===== src/sv/swmr_pkg.sv =====
// ----------------------------------------------------------------------------
// swmr_pkg
// Shared types, widths and helpers for the sliding-window mean/RMS block.
// ----------------------------------------------------------------------------
`default_nettype none

package swmr_pkg;

    localparam int SMP_W          = 16;
    localparam int WIN_W          = 11;
    localparam int SSUM_W         = 27;
    localparam int DSUM_W         = 43;
    localparam int IDX_W          = 32;
    localparam int SQR_W          = 32;
    localparam int CFG_AW         = 1;
    localparam int DEF_MAX_WINDOW = 1024;

    localparam logic [WIN_W-1:0] WIN_LEN_RESET = 11'd1000;

    typedef enum logic [CFG_AW-1:0] {
        REG_WINDOW_LENGTH  = 1'b0,
        REG_REFERENCE_MEAN = 1'b1
    } t_cfg_reg;

    // One full window handed from the front end to the arithmetic back end
    typedef struct packed {
        logic signed [SSUM_W-1:0] ssum;
        logic [DSUM_W-1:0]        dsum;
        logic [IDX_W-1:0]         centre;
    } t_win_item;

    // Zero counts as one, oversize clamps to the ring depth
    function automatic logic [WIN_W-1:0] f_eff_window(input logic [WIN_W-1:0] len,
                                                      input logic [16:0] maxw);
        logic [WIN_W-1:0] w;
        w = len;
        if (len == '0) begin
            w = {{(WIN_W-1){1'b0}}, 1'b1};
        end
        if (17'(len) > maxw) begin
            w = maxw[WIN_W-1:0];
        end
        return w;
    endfunction

endpackage

`default_nettype wire


===== src/sv/swmr_queue.sv =====
// ----------------------------------------------------------------------------
// swmr_queue
// Two-entry queue of finished windows between front end and back end.
// ----------------------------------------------------------------------------
`default_nettype none

module swmr_queue
    import swmr_pkg::*;
(
    input  wire logic i_clk,
    input  wire logic i_rst_n,
    input  wire logic i_push,
    input  t_win_item i_item,
    output logic      o_full,
    input  wire logic i_pop,
    output t_win_item o_item,
    output logic      o_empty
);

    t_win_item  r_slot [2];
    logic       r_rd, r_wr;
    logic [1:0] r_cnt;
    logic       do_push, do_pop;

    assign o_full  = (r_cnt == 2'd2);
    assign o_empty = (r_cnt == 2'd0);
    assign o_item  = r_slot[r_rd];
    assign do_push = i_push && !o_full;
    assign do_pop  = i_pop && !o_empty;

    always_ff @(posedge i_clk) begin
        if (do_push) begin
            r_slot[r_wr] <= i_item;
        end
    end

    always_ff @(posedge i_clk) begin
        if (!i_rst_n) begin
            r_rd  <= 1'b0;
            r_wr  <= 1'b0;
            r_cnt <= '0;
        end else begin
            if (do_push) r_wr <= ~r_wr;
            if (do_pop)  r_rd <= ~r_rd;
            r_cnt <= r_cnt + 2'(do_push) - 2'(do_pop);
        end
    end

endmodule

`default_nettype wire


===== config.mk =====
export PLATFORM = sky130hd
export DESIGN_NAME = swmr_queue
export DESIGN_NICKNAME = d
export VERILOG_FILES = /design/src/sv/swmr_pkg.sv /design/src/sv/swmr_queue.sv
export SDC_FILE = /design/constraint.sdc
export NUM_CORES = 1
export LEC_CHECK = 0
export ABC_AREA = 0
export BUFFER_PORTS_ARGS = -buffer_cell sky130_fd_sc_hd__clkbuf_2
export CAP_MARGIN = 20
export CORE_MARGIN = 2
export CORE_UTILIZATION = 34
export DETAILED_ROUTE_END_ITERATION = 12
export MAX_ROUTING_LAYER = met4
export SKIP_LAST_GASP = 1
export SLEW_MARGIN = 20
export SYNTH_ARGS = -nofsm -noshare
export SYNTH_HDL_FRONTEND = slang
export SYNTH_SLANG_ARGS = --single-unit

===== constraint.sdc =====
create_clock -name i_clk -period 6.3 [get_ports i_clk]
set_clock_uncertainty 0.1 [all_clocks]
set_input_delay 0.945 -clock i_clk [delete_from_list [all_inputs] [get_ports i_clk]]
set_output_delay 0.945 -clock i_clk [all_outputs]
set_load 0.05 [all_outputs]

==> impl_metrics.toml <==
[status]
outcome = "finished, final reports clean"

[grt]
grt_max_degree = 59
grtUsageMet1 = 0.136
grtUsageMet2 = 0.204
antenna_found_initial = 0
globalRouteMet3Util = 0.0313
grt_overflow = 0
grt_usage = 0.118
grt-busiest-layer = "met2"
grt_first_pass_wirelength_mm = 21.8
grt_pass1_vias = 4212

[cells_and_area]
drive_gt1_frac = 0.593
antennaDiodeCount = 0
design_area_um2 = 9960
fin_util = 0.437
layout.area.seq_um2 = 6230
areaGrowthSynthToFinish_pct = 25.8
final_nets = 679
stdcell_count = 898
nFillCells = 2038
multiInputGateArea_um2 = 1580

[power]
p_per_area_nw_per_um2 = 492
ir_drop_uv = 315
finalPower_mw = 4.90
p_leak_nw = 3.90

[timing]
fin_crit_ns = 3.62
final.setup.tns_ns = 0
drv_slew = 0
setup_viol = 0
hold_violations = 0
timing.hold.ws_ns = 0.427
setup_slack_ns = 2.68
clock.fmax_mhz = 276
slew_headroom = 0.416
worstMarginPinSlew_ns = 0.875
rsz0062_at_grt = "false"
min_period_over_period = 0.575

[yosys]
synth.distinct_cells = 19
synth_nets = 452
syn_inst = 344
synth_top_area_frac = 0.774
netlist_area_um2 = 7920
ys_seq_area_frac = 0.786
synth_seq_cells = 209
synth.area.top_cells = "edfxtp_1, mux2_4, mux2_2"
synth_top_cell_by_area = "edfxtp_1"
syn_avg_cell_area_um2 = 23.0
ys_warn_count = 0

[placement]
hpwl_mm = 9.83
pre_cts_ws_ns = 3.17
place_congestion = 0.695
placed_cell_area_um2 = 9310
placed_cells = 859
io_buffers = 209

[setup_path]
worstSetupPathType = "register to output port"
slowest_stage = "dfxtp_4"
worstPathArrival_ns = 2.58
cp-end-kind = "output port"
cp.required_ns = 5.25
slowest_delay_ns = 0.89
crit_chain = "buf_12 > mux2_2 > clkbuf_2"
cp_max_fo = 54
startpoint_type = "register"

[die]
io_pins = 210
die_area_um2 = 24500
die_height_um = 157
coreArea_um2 = 22800
rows = 55
die_x_um = 157
initial_core_util = 0.348

[hold_path]
min_path_type = "register to register"

[detailed_routing]
vias_per_cell = 4.35
drt_iter0_drc = 154
dr.pass1.iters = 6
vias = 3902
wl_per_cell_um = 16.2
drc = 0
drt_wl_total_mm = 14.6
ant_nets = 0

[cts]
post_cts_buffers = 0
root_buffer = "clkbuf_16"
cts_resized = 0
cts_buffer_depth = 3
cts_num_sinks = 209
htreeDepth = 1
cts_buffers = 23
clk_latency_ns = 0.49
holdBufCountCts = 0
cts_tree = "done"
path_clk_slew_ns = 0.06

[job]
drv_cap = 0
-- Yosys cell counts --
cell and n:
edfxtp_1 204, and3_1 1, xnor2_1 1, mux2_2 22, buf_2 2, ha_1 2
nand2_1 2, inv_1 3, o21a_1 1, buf_4 1, nor2_1 5, xor2_1 1
nor3_1 1, and2_1 2, dfxtp_1 5, nand2b_1 2, mux2i_1 1, buf_6 8
mux2_4 80
-- kinds of logic (layout without fill, tap and decap cells) --
family,count (synthesis),count (layout),share of synthesized area
mux,103,103,0.184
compound gates,1,1,0.000949
buf+inv,14,255,0.0150
flops,209,209,0.786
xor+xnor,2,2,0.00221
fa+ha+maj,2,2,0.00316
simple gates,13,13,0.00790
-- layer usage --
metal | vias to the layer above | part of all wire
met5 | - | 0
met1 | 1930 | 0.40
li1 | 1812 | -
met4 | 0 | 0.016
met3 | 24 | 0.070
met2 | 136 | 0.51
-- layout by cell type, fill, tap and decap left out, drive strengths merged --
cell      instances
buf               4
dfxtp             5
nand2b            2
nand2             2
clkinv            8
and3              1
and2              2
mux2            102
clkbuf          239
ha                2
xor2              1
nor2              5
clkinvlp          1
edfxtp          204
inv               3
mux2i             1
xnor2             1
o21a              1
nor3              1
-- registers in the layout (all words and copies together), names as in the netlist, named ones only --
name    cells
r_wr        1
r_rd        1
r_cnt       2
r_slot    204
-- worst max-delay path, delay by kind of cell, from the launching register on --
family,cells,cell delay [ns]
buffers and inverters,2,0.66
flip-flops,1,0.89
multiplexers,1,0.39
-- report_power, final --
group	internal [mW]	leakage, nW	total [mW]	switching (mW)
Clock	0.677	0.320	1.16	0.484
Sequential	1.80	1.95	1.91	0.116
Combinational	0.567	1.63	1.83	1.26
Total	3.04	3.90	4.90	1.86
-- final timing paths --
| check | startpoint | endpoint | slack [ns] | cells past startpoint |
|---|---|---|---|---|
| hold / removal | r_rd$_SDFFE_PN0P_ | register | 0.43 | 2 |
| hold reg to reg | r_rd$_SDFFE_PN0P_ | register | 0.43 | 2 |
| setup reg to reg | r_cnt[0]$_SDFF_PN0_ | r_slot[1][7]$_DFFE_PP_ | 3.79 | 3 |
| setup / recovery | register | o_item[19] | 2.68 | 3 |
-- final cells by class --
class | instances | share of cell area
Clock buffer | 30 | 0.0614
Clock inverter | 9 | 0.00427
Inverter | 3 | 0.00113
Tap cell | 313 | 0.0393
Timing Repair Buffer | 213 | 0.109
Sequential cell | 209 | 0.626
Multi-Input combinational cell | 121 | 0.159
Power figures use the tool's default switching activity.
