$ cat src/sv/swmr_pkg.sv
// ----------------------------------------------------------------------------
// swmr_pkg
// Shared types, widths and helpers for the sliding-window mean/RMS block.
// ----------------------------------------------------------------------------
`default_nettype none

package swmr_pkg;

    localparam int SMP_W          = 16;
    localparam int WIN_W          = 11;
    localparam int SSUM_W         = 27;
    localparam int DSUM_W         = 43;
    localparam int IDX_W          = 32;
    localparam int SQR_W          = 32;
    localparam int CFG_AW         = 1;
    localparam int DEF_MAX_WINDOW = 1024;

    localparam logic [WIN_W-1:0] WIN_LEN_RESET = 11'd1000;

    typedef enum logic [CFG_AW-1:0] {
        REG_WINDOW_LENGTH  = 1'b0,
        REG_REFERENCE_MEAN = 1'b1
    } t_cfg_reg;

    // One full window handed from the front end to the arithmetic back end
    typedef struct packed {
        logic signed [SSUM_W-1:0] ssum;
        logic [DSUM_W-1:0]        dsum;
        logic [IDX_W-1:0]         centre;
    } t_win_item;

    // Zero counts as one, oversize clamps to the ring depth
    function automatic logic [WIN_W-1:0] f_eff_window(input logic [WIN_W-1:0] len,
                                                      input logic [16:0] maxw);
        logic [WIN_W-1:0] w;
        w = len;
        if (len == '0) begin
            w = {{(WIN_W-1){1'b0}}, 1'b1};
        end
        if (17'(len) > maxw) begin
            w = maxw[WIN_W-1:0];
        end
        return w;
    endfunction

endpackage

`default_nettype wire

$ cat src/sv/swmr_back.sv
// ----------------------------------------------------------------------------
// swmr_back
// Bit-serial divides by the window, bit-pair square root, result register.
// ----------------------------------------------------------------------------
`default_nettype none

module swmr_back
    import swmr_pkg::*;
(
    input  wire logic             i_clk,
    input  wire logic             i_rst_n,
    input  wire logic [WIN_W-1:0] i_win,
    input  t_win_item             i_item,
    input  wire logic             i_q_empty,
    output logic                  o_q_pop,
    output logic                  o_empty,
    input  wire logic             i_pop,
    output logic signed [15:0]    o_window_mean,
    output logic [15:0]           o_window_rms,
    output logic [IDX_W-1:0]      o_centre_index
);

    localparam int CNT_W = $clog2(DSUM_W);

    typedef enum logic [3:0] {
        B_IDLE = 4'b0001,
        B_DIV  = 4'b0010,
        B_SQRT = 4'b0100,
        B_DONE = 4'b1000
    } t_bstate;

    t_bstate           r_state, n_state;
    logic [CNT_W-1:0]  r_cnt;
    logic [DSUM_W-1:0] r_dnum, r_mnum;
    logic [WIN_W-1:0]  r_drem, r_mrem;
    logic              r_neg;
    logic [IDX_W-1:0]  r_centre;
    logic [SQR_W-1:0]  r_sq_in;
    logic [17:0]       r_srem;
    logic [15:0]       r_root;
    logic              r_out_valid;

    logic [WIN_W:0]    dt, mt;
    logic              dq, mq;
    logic [17:0]       st, strial;
    logic              sq;
    logic [SSUM_W-1:0] mag;
    logic [15:0]       mean_q;
    logic              out_free;

    assign mag      = i_item.ssum[SSUM_W-1] ? SSUM_W'(-i_item.ssum) : i_item.ssum;
    assign o_q_pop  = (r_state == B_IDLE) && !i_q_empty;
    assign out_free = !r_out_valid || i_pop;
    assign o_empty  = !r_out_valid;

    // restoring divide step on both dividends
    assign dt = {r_drem, r_dnum[DSUM_W-1]};
    assign mt = {r_mrem, r_mnum[DSUM_W-1]};
    assign dq = (dt >= (WIN_W+1)'(i_win));
    assign mq = (mt >= (WIN_W+1)'(i_win));

    assign st     = {r_srem[15:0], r_sq_in[SQR_W-1 -: 2]};
    assign strial = {r_root, 2'b01};
    assign sq     = (st >= strial);

    assign mean_q = r_mnum[15:0];

    always_comb begin
        n_state = r_state;
        case (r_state)
            B_IDLE:  if (!i_q_empty) n_state = B_DIV;
            B_DIV:   if (r_cnt == '0) n_state = B_SQRT;
            B_SQRT:  if (r_cnt == '0) n_state = B_DONE;
            B_DONE:  if (out_free) n_state = B_IDLE;
            default: n_state = B_IDLE;
        endcase
    end

    always_ff @(posedge i_clk) begin
        if (!i_rst_n) begin
            r_state     <= B_IDLE;
            r_out_valid <= 1'b0;
        end else begin
            r_state <= n_state;
            if (r_state == B_DONE && out_free) begin
                r_out_valid <= 1'b1;
            end else if (i_pop) begin
                r_out_valid <= 1'b0;
            end
        end
    end

    always_ff @(posedge i_clk) begin
        case (r_state)
            B_IDLE: begin
                r_dnum   <= i_item.dsum;
                r_mnum   <= DSUM_W'(mag);
                r_neg    <= i_item.ssum[SSUM_W-1];
                r_centre <= i_item.centre;
                r_drem   <= '0;
                r_mrem   <= '0;
                r_cnt    <= CNT_W'(DSUM_W - 1);
            end
            B_DIV: begin
                r_drem <= dq ? WIN_W'(dt - (WIN_W+1)'(i_win)) : dt[WIN_W-1:0];
                r_mrem <= mq ? WIN_W'(mt - (WIN_W+1)'(i_win)) : mt[WIN_W-1:0];
                r_dnum <= {r_dnum[DSUM_W-2:0], dq};
                r_mnum <= {r_mnum[DSUM_W-2:0], mq};
                r_cnt  <= r_cnt - 1'b1;
                if (r_cnt == '0) begin
                    // mean of squares never reaches 2^32
                    r_sq_in <= r_dnum[SQR_W-2:0] == '0 && !dq ? '0
                             : {r_dnum[SQR_W-2:0], dq};
                    r_srem  <= '0;
                    r_root  <= '0;
                    r_cnt   <= CNT_W'(15);
                end
            end
            B_SQRT: begin
                r_srem  <= sq ? st - strial : st;
                r_root  <= {r_root[14:0], sq};
                r_sq_in <= {r_sq_in[SQR_W-3:0], 2'b00};
                r_cnt   <= r_cnt - 1'b1;
            end
            B_DONE: begin
                if (out_free) begin
                    o_window_mean  <= r_neg ? 16'(-mean_q) : mean_q;
                    o_window_rms   <= r_root;
                    o_centre_index <= r_centre;
                end
            end
            default: ;
        endcase
    end

endmodule

`default_nettype wire

$ cat config.mk
export PLATFORM = sky130hd
export DESIGN_NAME = swmr_back
export DESIGN_NICKNAME = d
export VERILOG_FILES = /design/src/sv/swmr_pkg.sv /design/src/sv/swmr_back.sv
export SDC_FILE = /design/constraint.sdc
export NUM_CORES = 1
export LEC_CHECK = 0
export BUFFER_PORTS_ARGS = -buffer_cell sky130_fd_sc_hd__clkbuf_2
export CORE_UTILIZATION = 25
export CTS_BUF_LIST = sky130_fd_sc_hd__clkbuf_4
export CTS_CLUSTER_SIZE = 8
export DETAILED_ROUTE_END_ITERATION = 16
export HOLD_SLACK_MARGIN = 0.05
export PLACE_DENSITY = 0.42
export SETUP_SLACK_MARGIN = 0.2
export SYNTH_ARGS = -nofsm -noshare
export SYNTH_HDL_FRONTEND = slang
export SYNTH_SLANG_ARGS = --single-unit
$ cat constraint.sdc
create_clock -name i_clk -period 8 [get_ports i_clk]
set_input_delay 0.4 -clock i_clk [delete_from_list [all_inputs] [get_ports i_clk]]
set_output_delay 0.4 -clock i_clk [all_outputs]
set_load 0.05 [all_outputs]
==> impl_results.md, run 1 <==
* Cell count along the critical path at 6
* Slowest stage delay, CP at 0.80 ns
* CP Cell Sequence: nor2b_1 -> nand2_2 -> nand2b_4 -> buf_4 -> o211ai_1 -> dlygate4sd3_1
* Worst-Skew Late Latency at 0.80 ns
* Worst slew pin tran at 0.975 ns
* Syn nets at 1311
* Placed insts at 1984
* # resized after CTS at 0
* Num CTS Buffers at 85
* Die height at 233 microns
* Final Non-Filler Cells at 2236
* Main flop type after synthesis: edfxtp_1
* Setup TNS at 0 ns
* Met2 routed WL at 15100 microns
* GRT Resource Usage Total at 11.7%
* Sink Count at 280
* Worst Skew at 0.0569 ns
* DIE AREA at 54400 sq um
* Critical path peak fanout at 68
* FF-to-FF End: r_state[0]
* Most frequent cells in the layout: nand2_1, edfxtp_1, clkbuf_2
* Synth Cell Area at 13400 sq um
* Largest cells by area after synthesis: edfxtp_1, nand2_1, ha_1, xnor2_1, o21ai_0
* Post-Syn Area per Cell at 11.6 sq um
* Share of the synthesized area in the top cell type at 61.8%
* First-pass GRT wire length at 49900 microns
* Initial Utilization at 25.4%
* Cell Pwr Density at 264 nW/um^2
* Worst R2R Setup Slack at 4.38 ns
* Metal1 wirelength at 13900 microns
* Met3 wire length at 1590 microns
* Final Util at 32.4%
* Layout fillers at 5424
* Worst EP arrival at 4.30 ns
* Worst Setup SP: r_state[1]
* Uppermost routed layer: met5
* DR WL/cell at 14.1 microns
* Syn-to-layout area delta at 27.9%
* Fin crit share at 45.2%
* Largest area contributor in the netlist: edfxtp_1
* Initial antenna violation count at 3
* Yosys reg bits at 280
* Slowest cell on crit path: nor2b_1
* Htree depth at 3
* DP HPWL at 20200 microns
* Fin. Hold Viols at 0
* Root Driver: clkbuf_4
* Drt initial violations at 391
* RSZ-0062 raised after global routing: false
* R2r worst-path depth at 6
* Grt ovf at 0
* Critical path required time at 8.68 ns
* WHS Endpoint: r_mrem[0]
* Row cnt at 84
* Worst hold stages at 3
* Hold_sp: i_win[0]
* Max frequency at 276 MHz
* Clock tree from TritonCTS: done
* Final setup margin at 4.38 ns
* WS Path Type: register to register
* Num ports at 183
* Min cycle time layout at 3.62 ns
* Fin. max-slew vios at 0
* Register area share after synthesis at 62.6%
* DRC Markers at 0
* CP top delay family: simple AND/OR/NAND/NOR gates
* Max Cap Viol at 0
* Critical Path End Type: register
* Pre-CTS setup slack at 4.78 ns
* Synthesis warning total at 0
* Headroom to the max-slew limit at 34.9%
* Vias/cell at 4.25
* Core Area at 52700 sq um
* Most common cell after layout, fill and taps aside: nand2_1
* Total Wirelength at 31600 microns
* DRT antenna net count at 0
* Status: complete, no violations
* Nets@finish at 1650
* Peak VDD IR at 0.146 mV
* Port bufs at 182
* CTS Buffer Depth at 3
* Final setup viols at 0
* Ys async rst share at 0%
* Post-CTS Setup Bufs at 0
* Clk pin slew, worst setup/hold paths at 0.07 ns
* Initial DRT Pass Iterations at 6
* Die width at 233 microns
* Pleak at 7.00 nW
* Vias in the first global route at 9650
* CTS Hold Bufs at 104
* Layout cells sized above 1 at 22.3%
* Yosys cell types at 65
* Worst r2r src: r_state[1]
* Routability Congestion at 0.749
* Fin area at 17100 sq um
* Post-Synthesis Cells at 1148
* CP Launch Type: register
* Hold Crit Class: primary input to register
* CP Buf/Inv Count at 2
* Vias at 9511
* Largest net degree at the start of global routing at 93
* Post-synth EDFFs at 275
* Post-DP Area at 15000 sq um
## layer usage
layer,GRT usage [%],up-vias
met2,19.0,207
li1,-,4823
met1,14.2,4404
met5,0,-
met4,5.39,2
met3,3.56,75
## how the worst max path moves through the flow
stage                       to
floorplan           r_state[0]
global placement    r_srem[12]
detailed placement   r_srem[5]
CTS                 r_state[0]
global route        r_state[0]
finish              r_state[0]
## per-stage QoR
| stage | hold WS, ns | power [mW] |
|---|---|---|
| global placement | 0.400 | 3.18 |
| global route | 0.103 | 4.84 |
| detailed placement | 0.405 | 3.19 |
| finish | 0.159 | 4.52 |
| CTS | 0.0589 | 4.62 |
| floorplan | 0.400 | 2.92 |
## report_power, final
part,internal [mW],switching [mW]
Sequential,2.02,0.139
Combinational,0.395,0.628
Clock,0.687,0.652
Total,3.10,1.42
## worst reg2reg max path, cell delays in order (launching register included)
cell	delay, ns
dfxtp_1	0.42
nor2b_1	0.81
nand2_2	0.17
nand2b_4	0.52
buf_4	0.80
o211ai_1	0.19
dlygate4sd3_1	0.59
## state kept, by name, indices dropped and copies added, names as in the netlist, 16 cells and up
signal	count
r_sq_in	32
o_window_rms	16
r_centre	32
o_centre_index	32
r_root	16
r_mnum	43
o_window_mean	16
r_srem	16
r_dnum	43
## synthesized netlist by cell type (all sizes together), types with 6 or more instances
cell and n:
nor2b 15, inv 46, nand3b 6, nor4 6, nor2 74, nand2 280, o41ai 7, nand2b 10
nand4 8, ha 44, o21ai 69, o31ai 14, clkbuf 38, nor3 16, and3 20, nand3 8
mux2i 29, a21oi 31, xnor2 37, edfxtp 275, o21a 9, or3 6, xor2 31
## final cells by class
cell class                      instances  area [sq um]  share of cell area, %
Sequential cell                       280          8360                   48.9
Multi-Input combinational cell        779          4640                   27.2
Timing Repair Buffer                  295          2020                   11.8
Clock buffer                          118           886                   5.19
Tap cell                              688           861                   5.04
Inverter                               46           173                   1.01
Clock inverter                         28           143                  0.835
Antenna cell                            2          5.00                 0.0293
## kinds of logic (layout without fill, tap and decap cells)
family | after synthesis | count (layout) | share of synthesized area [%]
and+or+nand+nor | 471 | 471 | 15.7
DFF | 280 | 280 | 62.6
AOI/OAI and AO/OA | 165 | 165 | 7.72
buffers and inverters | 89 | 487 | 2.96
xor gates and xnor gates | 68 | 68 | 4.46
adders and majority gates | 46 | 46 | 4.42
muxes | 29 | 29 | 2.17
other | 0 | 2 | 0
Note: power is estimated with default switching activity, not from simulation.
==> run 2: changes to the inputs <==
--- a/config.mk
+++ b/config.mk
@@ -11,7 +11,7 @@
 export CTS_CLUSTER_SIZE = 8
 export DETAILED_ROUTE_END_ITERATION = 16
 export HOLD_SLACK_MARGIN = 0.05
-export PLACE_DENSITY = 0.42
+export PLACE_DENSITY = 0.44
 export SETUP_SLACK_MARGIN = 0.2
 export SYNTH_ARGS = -nofsm -noshare
 export SYNTH_HDL_FRONTEND = slang
==> constraint.sdc (replaced) <==
create_clock -name i_clk -period 3.25 [get_ports i_clk]
set_input_delay 0.1625 -clock i_clk [delete_from_list [all_inputs] [get_ports i_clk]]
set_output_delay 0.1625 -clock i_clk [all_outputs]
set_load 0.05 [all_outputs]
==> run 2 against run 1 <==
Count of clock-buffer cells in the layout unchanged. Non-clock buffer count increased by 91. Sequential share of layout area decreased by 2.6 points. Sequential cell count unchanged. Final cell count increased by 3.8%. Critical path type is now primary input to register. Critical endpoint is now r_mnum[22]. Largest cell class unchanged.
==> impl_results.md, run 2 (synthesis gave the netlist of run 1 again) <==
* Total Wirelength at 32100 microns
* Initial Utilization at 25.4%
* Nets@finish at 1740
* DRC Markers at 0
* DRT antenna net count at 0
* Clk pin slew, worst setup/hold paths at 0.06 ns
* Slowest stage delay, CP at 0.60 ns
* Min cycle time layout at 2.94 ns
* Syn-to-layout area delta at 35.2%
* Clock tree from TritonCTS: done
* Worst slew pin tran at 0.866 ns
* Max frequency at 341 MHz
* DR WL/cell at 13.8 microns
* Fin area at 18100 sq um
* Num ports at 183
* Vias/cell at 4.29
* Critical path required time at 3.77 ns
* Vias at 9951
* Critical Path End Type: register
* Grt ovf at 0
* Routability Congestion at 0.784
* Row cnt at 84
* Layout cells sized above 1 at 21.7%
* DIE AREA at 54400 sq um
* Headroom to the max-slew limit at 42.3%
* Status: complete, no violations
* Final Util at 34.3%
* Fin. Hold Viols at 0
* Pleak at 7.42 nW
* GRT Resource Usage Total at 12.0%
* Die height at 233 microns
* Htree depth at 3
* Initial DRT Pass Iterations at 4
* Max Cap Viol at 0
* CP Launch Type: primary input
* Initial antenna violation count at 1
* Port bufs at 182
* Slowest cell on crit path: dlygate4sd3_1
* Fin crit share at 90.3%
* CTS Buffer Depth at 3
* Sink Count at 280
* Post-CTS Setup Bufs at 0
* Largest net degree at the start of global routing at 73
* Drt initial violations at 384
* Tot Pwr at 11.3 mW
* Top cell by count, worst path: dlygate4sd3_1
* Post-DP Area at 15200 sq um
* Worst-Skew Late Latency at 0.80 ns
* Critical path peak fanout at 6
* Root Driver: clkbuf_4
* CP Cell Sequence: dlygate4sd3_1 -> clkbuf_2 -> or4_4 -> nor3_4 -> dlygate4sd3_1 -> nand3_2 -> o41ai_1 -> xor2_1 -> dlygate4sd3_1 -> o21ai_1
* Worst EP arrival at 3.45 ns
* Fin. max-slew vios at 0
* WS Path Type: primary input to register
* Die width at 233 microns
* Worst Skew at 0.0599 ns
* Hold Crit Class: primary input to register
* Core Area at 52700 sq um
* First-pass GRT wire length at 51100 microns
* Peak VDD IR at 0.277 mV
* Vias in the first global route at 10189
* Num CTS Buffers at 84
* Most common cell after layout, fill and taps aside: nand2_1
* DP HPWL at 20500 microns
* Top flop regs: r_dnum x43, r_mnum x43
* Final setup viols at 0
* RSZ-0062 raised after global routing: false
* Cell Pwr Density at 628 nW/um^2
* Most frequent cells in the layout: nand2_1, edfxtp_1, dlygate4sd3_1
run 2: changes by cell type in the layout (fill, tap and decap cells not counted), sizes merged:
cell / change
clkinvlp: -1
buf: +10
clkinv: -3
dlymetal6s4s: +1
diode: -1
dlygate4sd3: +80
run 2: worst max-delay path: cells and delay by family:
kind	cells	cell delay, ns
buffers and inverters	4	1.86
AND/OR/NAND/NOR	3	0.79
AO/OA/AOI/OAI	2	0.46
XOR/XNOR	1	0.18
run 2: final timing paths:
kind | start | to | slack, ns | cells past startpoint
setup reg to reg | r_root[0] | r_srem[6] | 0.42 | 10
hold / removal | i_win[5] | r_drem[5] | 0.16 | 6
setup / recovery | i_item[78] | r_mnum[22] | 0.31 | 10
hold reg to reg | r_centre[0] | o_centre_index[0] | 0.38 | 0
run 2: where the power goes:
group / total [mW] / internal, mW / switching [mW]
clock network: 3.33 / 1.70 / 1.63
logic: 2.73 / 1.14 / 1.58
registers: 5.29 / 4.95 / 0.335
total: 11.3 / 7.79 / 3.54
run 2: what timing repair did:
action | CTS | global route
resized for setup | 0 | 4
hold endpoints to repair | 123 | 0
hold buffers | 185 | 0
endpoints found under the setup margin | 0 | 2
run 2: area by class of cell:
cell class | count | area (sq um)
diodes | 1 | 2.50
clock buffers | 118 | 886
clock inverters | 24 | 148
fillers | 5346 | 34600
inverters | 46 | 173
multi-input cells | 779 | 4660
flip-flops and latches | 280 | 8360
well taps | 688 | 861
repair buffers | 386 | 2970
run 2: per-stage QoR:
step                setup TNS (ns)  hold slack (ns)  instances  setup WS, ns
floorplan                   -45.78            0.251       1148        -0.420
global placement                 0            0.340       1994         0.498
detailed placement               0            0.341       1994         0.421
CTS                              0           0.0520       2321         0.283
global route                     0            0.118       2322         0.222
finish                           0            0.160       2322         0.315
run 2: layer usage:
metal,track usage [%],vias up,share of wire [%]
met1,14.3,4680,44
met3,3.10,71,4.6
met4,6.09,0,2.9
met2,19.8,186,48
li1,-,5014,-
met5,0,-,0
